[config.mk]
export PLATFORM = sky130hd
export DESIGN_NAME = ikh_front
export DESIGN_NICKNAME = d
export VERILOG_FILES = /design/src/design/ikh_pkg.sv /design/src/design/ikh_front.sv
export SDC_FILE = /design/constraint.sdc
export NUM_CORES = 1
export LEC_CHECK = 0
export ABC_AREA = 1
export BUFFER_PORTS_ARGS = -buffer_cell sky130_fd_sc_hd__buf_2
export CAP_MARGIN = 20
export CORE_MARGIN = 3
export CORE_UTILIZATION = 29
export CTS_CLUSTER_SIZE = 8
export DETAILED_ROUTE_END_ITERATION = 10
export SYNTH_ARGS = -nofsm -noshare
export SYNTH_HDL_FRONTEND = slang
export SYNTH_SLANG_ARGS = --single-unit
[constraint.sdc]
create_clock -name clk -period 3.8 [get_ports clk]
set_clock_uncertainty 0.15 [all_clocks]
set_input_delay 0.76 -clock clk [delete_from_list [all_inputs] [get_ports clk]]
set_output_delay 0.76 -clock clk [all_outputs]
set_load 0.05 [all_outputs]
[src/design/ikh_pkg.sv]
package ikh_pkg;

	localparam int BUCKETS   = 256;
	localparam int NODES     = 1024;
	localparam int BKT_W     = $clog2(BUCKETS);
	localparam int NODE_W    = $clog2(NODES);
	localparam int PTR_W     = NODE_W + 1;
	localparam int CNT_W     = NODE_W + 1;
	localparam int BC_W      = 9;
	localparam int KEY_W     = 32;
	localparam int DATA_W    = 32;
	localparam int IDX_W     = KEY_W + 1;
	localparam logic [PTR_W-1:0] NIL = PTR_W'(NODES);

	localparam logic [2:0] KIND_ADD    = 3'd0;
	localparam logic [2:0] KIND_UPDATE = 3'd1;
	localparam logic [2:0] KIND_NEXT   = 3'd2;
	localparam logic [2:0] KIND_FIND   = 3'd3;
	localparam logic [2:0] KIND_EXISTS = 3'd4;
	localparam logic [2:0] KIND_DELETE = 3'd5;

	typedef enum logic [1:0] {
		ST_OK   = 2'd0,
		ST_MISS = 2'd1,
		ST_FULL = 2'd2
	} status_t;

	typedef enum logic [2:0] {
		OP_ADD,
		OP_UPD,
		OP_NEXT,
		OP_FIND,
		OP_EXISTS,
		OP_DEL,
		OP_BAD
	} op_t;

	typedef struct packed {
		logic [2:0]        kind;
		logic [KEY_W-1:0]  key;
		logic [DATA_W-1:0] value;
	} in_t;

	typedef struct packed {
		logic [1:0]        status;
		logic [DATA_W-1:0] read_value;
		logic [KEY_W-1:0]  key_used;
		logic [CNT_W-1:0]  element_count;
	} out_t;

	typedef struct packed {
		op_t               op;
		logic [KEY_W-1:0]  key;
		logic [DATA_W-1:0] value;
	} q_item_t;

	typedef struct packed {
		logic start;
		logic done;
	} mod_ctl_t;

endpackage

[src/design/ikh_front.sv]
module ikh_front (
	input  logic             clk,
	input  logic             arst_n,
	input  logic             in_valid,
	output logic             in_ready,
	input  ikh_pkg::in_t     in_data,
	output logic             q_valid,
	output ikh_pkg::q_item_t q_item,
	input  logic             q_pop
);
	import ikh_pkg::*;

	q_item_t    slot_q [2];
	logic       wp_q;
	logic       rp_q;
	logic [1:0] cnt_q;
	q_item_t    item_d;
	logic       push;

	always_comb begin
		item_d.key   = in_data.key;
		item_d.value = in_data.value;
		case (in_data.kind)
			KIND_ADD:    item_d.op = OP_ADD;
			KIND_UPDATE: item_d.op = OP_UPD;
			KIND_NEXT:   item_d.op = OP_NEXT;
			KIND_FIND:   item_d.op = OP_FIND;
			KIND_EXISTS: item_d.op = OP_EXISTS;
			KIND_DELETE: item_d.op = OP_DEL;
			default:     item_d.op = OP_BAD;
		endcase
	end

	assign in_ready = (cnt_q != 2'd2);
	assign push     = in_valid && in_ready;
	assign q_valid  = (cnt_q != 2'd0);
	assign q_item   = slot_q[rp_q];

	always_ff @(posedge clk or negedge arst_n) begin
		if (!arst_n) begin
			wp_q  <= 1'b0;
			rp_q  <= 1'b0;
			cnt_q <= '0;
		end else begin
			if (push) begin
				wp_q <= ~wp_q;
			end
			if (q_pop) begin
				rp_q <= ~rp_q;
			end
			cnt_q <= cnt_q + {1'b0, push} - {1'b0, q_pop};
		end
	end

	always_ff @(posedge clk) begin
		if (push) begin
			slot_q[wp_q] <= item_d;
		end
	end
endmodule

**Yosys cells after proc, flatten, opt, wreduce, memory -nomap -nowiden**

Memories as Yosys holds them, arrays and structs flattened.
Index checks and enable logic that the tools add are counted.

- Flip-flop bits (word level): 4
- Latch bits: 0
- Memory bits (writable): 134
- Bits in read-only memories: 0
- Input bits: 71
- Memories: 1

- Add/subtract/negate cells: 2
- $mul: 0
- Div/mod/pow operators: 0
- $lt $le $gt $ge: 0
- Equality and inequality tests: 6
- Shift-type cells: 0
- Multiplexer cells: 3
- Bitwise operators: 2
- Reductions and logical operators: 3

Memories:

| name | words | width | rd ports | clocked after memory_dff | wr ports | RTL line | text |
|---|---|---|---|---|---|---|---|
| slot_q | 2 | 67 | 1 | 0 | 1 | ikh_front.sv:13 | `q_item_t slot_q [2];` |

Operator list:

| kind | count |
|---|---|
| 3-bit one-hot mux with 6 select lines | 1 |
| 3-bit by 2-bit == test with 1-bit output, second input constant | 2 |
| 3-bit == test, second input constant | 2 |
| 3-bit by 1-bit == test with 1-bit output, second input constant | 1 |
| 3-bit logical NOT | 1 |
| 2-bit by 1-bit adder with 2-bit output | 1 |
| 1-bit 2-to-1 mux | 2 |
| 2-bit inequality test, second input constant | 1 |
| 1-bit NOT | 2 |
| 2-bit nonzero test | 1 |
| 2-bit by 1-bit subtractor with 2-bit output | 1 |
| 1-bit logical AND | 1 |

**Longest topological paths before layout**

- Depth after elaboration: 4
- Mapped depth: 12

**Worst setup path after synthesis**

Ideal clock, no wire load.

- Path type: register to register
- Start: register cnt_q[1]
- End: memory slot_q[1][0] (netlist bit), enable pin
- Setup time: 494 ps
- Arrival time: 3,827 ps
- Data required time: 3,156 ps
- Setup slack: -671 ps
- Cell stages (with the launch flop): 4
- Clock period less this slack: 4,471 ps
- Cells stage by stage: dfrtp_1 -> nand2_1 -> nand2_1 -> nor2_1

- Word-level cells in the longest chain between the ends: 4

RTL lines:

| item | RTL line | text |
|---|---|---|
| start, declared | ikh_front.sv:16 | `logic [1:0] cnt_q;` |
| start signal, assigned | ikh_front.sv:51 | `cnt_q <= cnt_q + {1'b0, push} - {1'b0, q_pop};` |
| 2-bit inequality test | ikh_front.sv:34 | `assign in_ready = (cnt_q != 2'd2);` |
| net in_ready | ikh_front.sv:5 | `output logic in_ready,` |
| 1-bit logical AND | ikh_front.sv:35 | `assign push = in_valid && in_ready;` |
| 1-bit 2-to-1 mux | ikh_front.sv:56 | `if (push) begin` |
| 1-bit 2-to-1 mux (implied by the code) | ikh_front.sv:57 | `slot_q[wp_q] <= item_d;` |
| end, declared | ikh_front.sv:13 |  |

The timed path passes the listed nets, and every way through them passes these cells.

==> metrics <==
result of the run completed; root buffer cell sky130_fd_sc_hd__clkbuf_16; post-synthesis register bit count 138; number of slew-limit violations in the final report 0; area share of the largest cell type after synthesis 0.7817; post-layout net count 464; combined global-route utilization of all metal layers 0.1045; max-capacitance violation count 0; Max-Slew Margin vs Limit 0.4895; Initial Util 0.2966; sort of element at the start of the critical path flop; average wire length per cell after detail routing 15.68 µm; Least-Margin Pin Slew 0.7639 ns; largest net degree at the start of global routing 49; growth of design area from synthesis to finish 30.89%; die footprint 19390 µm²; Port Buf Inserts 139; detailed placer's ending HPWL 6.408 mm; commonest non-fill, non-tap cell in the layout sky130_fd_sc_hd__buf_2; top area cells in the synthesized netlist sky130_fd_sc_hd__edfxtp_1, sky130_fd_sc_hd__mux2_2, sky130_fd_sc_hd__mux2_4; clock latency on the worst-skew pair 0.41 ns; global placer's final weighted congestion 0.7375; initial antenna violation count 1; buffer depth of the longest clock path 2; count of filler cells inserted in the layout 1608; Top Ports 140; number of antenna cells inserted 0; Core Footprint 17360 µm²; number of distinct library cell variants in the gate-level netlist after synthesis 17; average size of a mapped cell 21.54 µm²; net count after synthesis 311; yosys warns 0; detailed router's first-iteration violation count 110; Sequential Area 4128 µm²; hold violation count in the final report 0; number of instances in the synthesized netlist 239; combined area of the multi-input logic cells 939.7 µm²; quantity of gates resized following cts 0; setup violation total in the final timing report 0; grt ovf 0; Tcrit/Tclk final 0.7914; worst setup path category reg2out; maximum level of the CTS H-tree 4; remaining antenna violation count after routing 0; final design utilization 0.3882; Tmin final 3.007 ns; maximum fanout encountered on the critical timing path 36; commonest cells after routing, fill and taps aside sky130_fd_sc_hd__buf_2, sky130_fd_sc_hd__edfxtp_1, sky130_fd_sc_hd__mux2_2; worst min path class reg2reg; total via count after detailed routing 2624; final non-filler cell area 6738 µm²; total routed wirelength 9.878 mm; peak supply drop 0.3811 mV; nature of the critical path endpoint primary output; vias per cell 4.165; vias in the first global route 2985; number of setup buffers added after CTS 0; largest area contributor in the netlist sky130_fd_sc_hd__edfxtp_1; data arrival time of the critical path 2.10 ns; fraction of layout instances using a drive strength above 1 0.5926; drt first pass iters 4; cell area after technology mapping 5147 µm²; number of buffers added by the clock tree synthesis step 17; power density cells 945.6 nW/µm²; P_leak 0.002584 µW; clock tree from TritonCTS yes; highest clock rate 332.5 MHz; share of the yosys chip area belonging to registers 0.8012; final-layout setup total negative slack 0 ns; die span in y 139.2 µm; total number of clock tree sinks 138; Crit path required time 2.89 ns; Post-Place Cell Area 6118 µm²; global-route wire length before repair 15.54 mm; Rows 48; floorplan die width 139.2 µm; clock-pin slew of the registers on the worst-case setup and hold paths 0.06 ns; Remaining DRCs 0; RSZ-0062 raised after global routing no
flip-flops by register name, indices dropped and copies added (netlist names):
| signal | count |
|---|---|
| slot_q | 134 |
| rp_q | 1 |
| cnt_q | 2 |
| wp_q | 1 |
metrics by stage:
step	cells	power, µW	setup WS [ns]	hold slack, ns
finish	630	6371	0.7928	0.3736
global route	630	6671	0.6718	0.3668
CTS	630	6481	0.7047	0.3595
detailed placement	597	4754	1.160	0.3636
global placement	597	4707	1.197	0.3368
floorplan	239	4228	0.4392	0.3144
logic make-up after synthesis:
family / synth area share
xor gates and xnor gates: 0.001702
AOI/OAI and AO/OA: 0.002430
adders and majority gates: 0.002430
DFF: 0.8012
and+or+nand+nor: 0.01191
muxes: 0.1612
buffers and inverters: 0.01920
cells in the mapped netlist:
cell type	n
sky130_fd_sc_hd__buf_8	2
sky130_fd_sc_hd__xor2_1	1
sky130_fd_sc_hd__clkbuf_1	2
sky130_fd_sc_hd__nand3_1	1
sky130_fd_sc_hd__mux2_2	47
sky130_fd_sc_hd__a21oi_1	1
sky130_fd_sc_hd__dfrtp_1	4
sky130_fd_sc_hd__nor2_1	3
sky130_fd_sc_hd__ha_1	1
sky130_fd_sc_hd__buf_6	2
sky130_fd_sc_hd__buf_2	4
sky130_fd_sc_hd__edfxtp_1	134
sky130_fd_sc_hd__nand2_1	10
sky130_fd_sc_hd__a21boi_0	1
sky130_fd_sc_hd__nand3b_1	1
sky130_fd_sc_hd__inv_1	5
sky130_fd_sc_hd__mux2_4	20
report_power, final:
| part | switching, µW | internal, µW |
|---|---|---|
| sequential | 164 | 2080 |
| clock | 605 | 1090 |
| combinational | 1730 | 703 |
| total | 2500 | 3880 |
routing by layer:
metal  vias to the layer above  GRT usage  routed length (µm)
met5                         -          0                  20
met4                         2    0.04119                 134
met3                        12    0.04296                 670
met2                        87     0.1779                4997
met1                      1289     0.1168                4055
li1                       1234          -                   -
cell type report:
| cell class | count | share of cell area |
|---|---|---|
| Inverter | 5 | 0.002786 |
| Clock buffer | 19 | 0.06425 |
| Sequential cell | 138 | 0.6126 |
| Tap cell | 225 | 0.04178 |
| Clock inverter | 13 | 0.02618 |
| Multi-Input combinational cell | 86 | 0.1395 |
| Timing Repair Buffer | 144 | 0.1129 |
critical path, cell delays in order (launching register included):
cell and delay, ns:
sky130_fd_sc_hd__dfrtp_4 0.78, sky130_fd_sc_hd__buf_12 0.31, sky130_fd_sc_hd__mux2_2 0.37, sky130_fd_sc_hd__buf_2 0.21
what timing repair did:
action	4_1_cts	5_1_grt
hold buffers	1	0
endpoints found under the hold margin	4	0
setup endpoints to repair	0	0
worst paths after layout:
check | slack, ns | depth (start not counted) | startpoint | end
hold / removal | 0.37 | 1 | cnt_q[0]$_DFF_PN0_ | cnt_q[0]$_DFF_PN0_
min in group asynchronous | 0.55 | 2 | arst_n | rp_q$_DFFE_PN0P_
max in group asynchronous | 2.82 | 2 | arst_n | rp_q$_DFFE_PN0P_
setup reg to reg | 1.59 | 5 | cnt_q[0]$_DFF_PN0_ | slot_q[0][54]$_DFFE_PP_
setup / recovery | 0.79 | 3 | rp_q$_DFFE_PN0P_ | q_item[12]
hold reg to reg | 0.37 | 1 | cnt_q[0]$_DFF_PN0_ | cnt_q[0]$_DFF_PN0_
No activity file was read; power rests on OpenSTA's default activity.
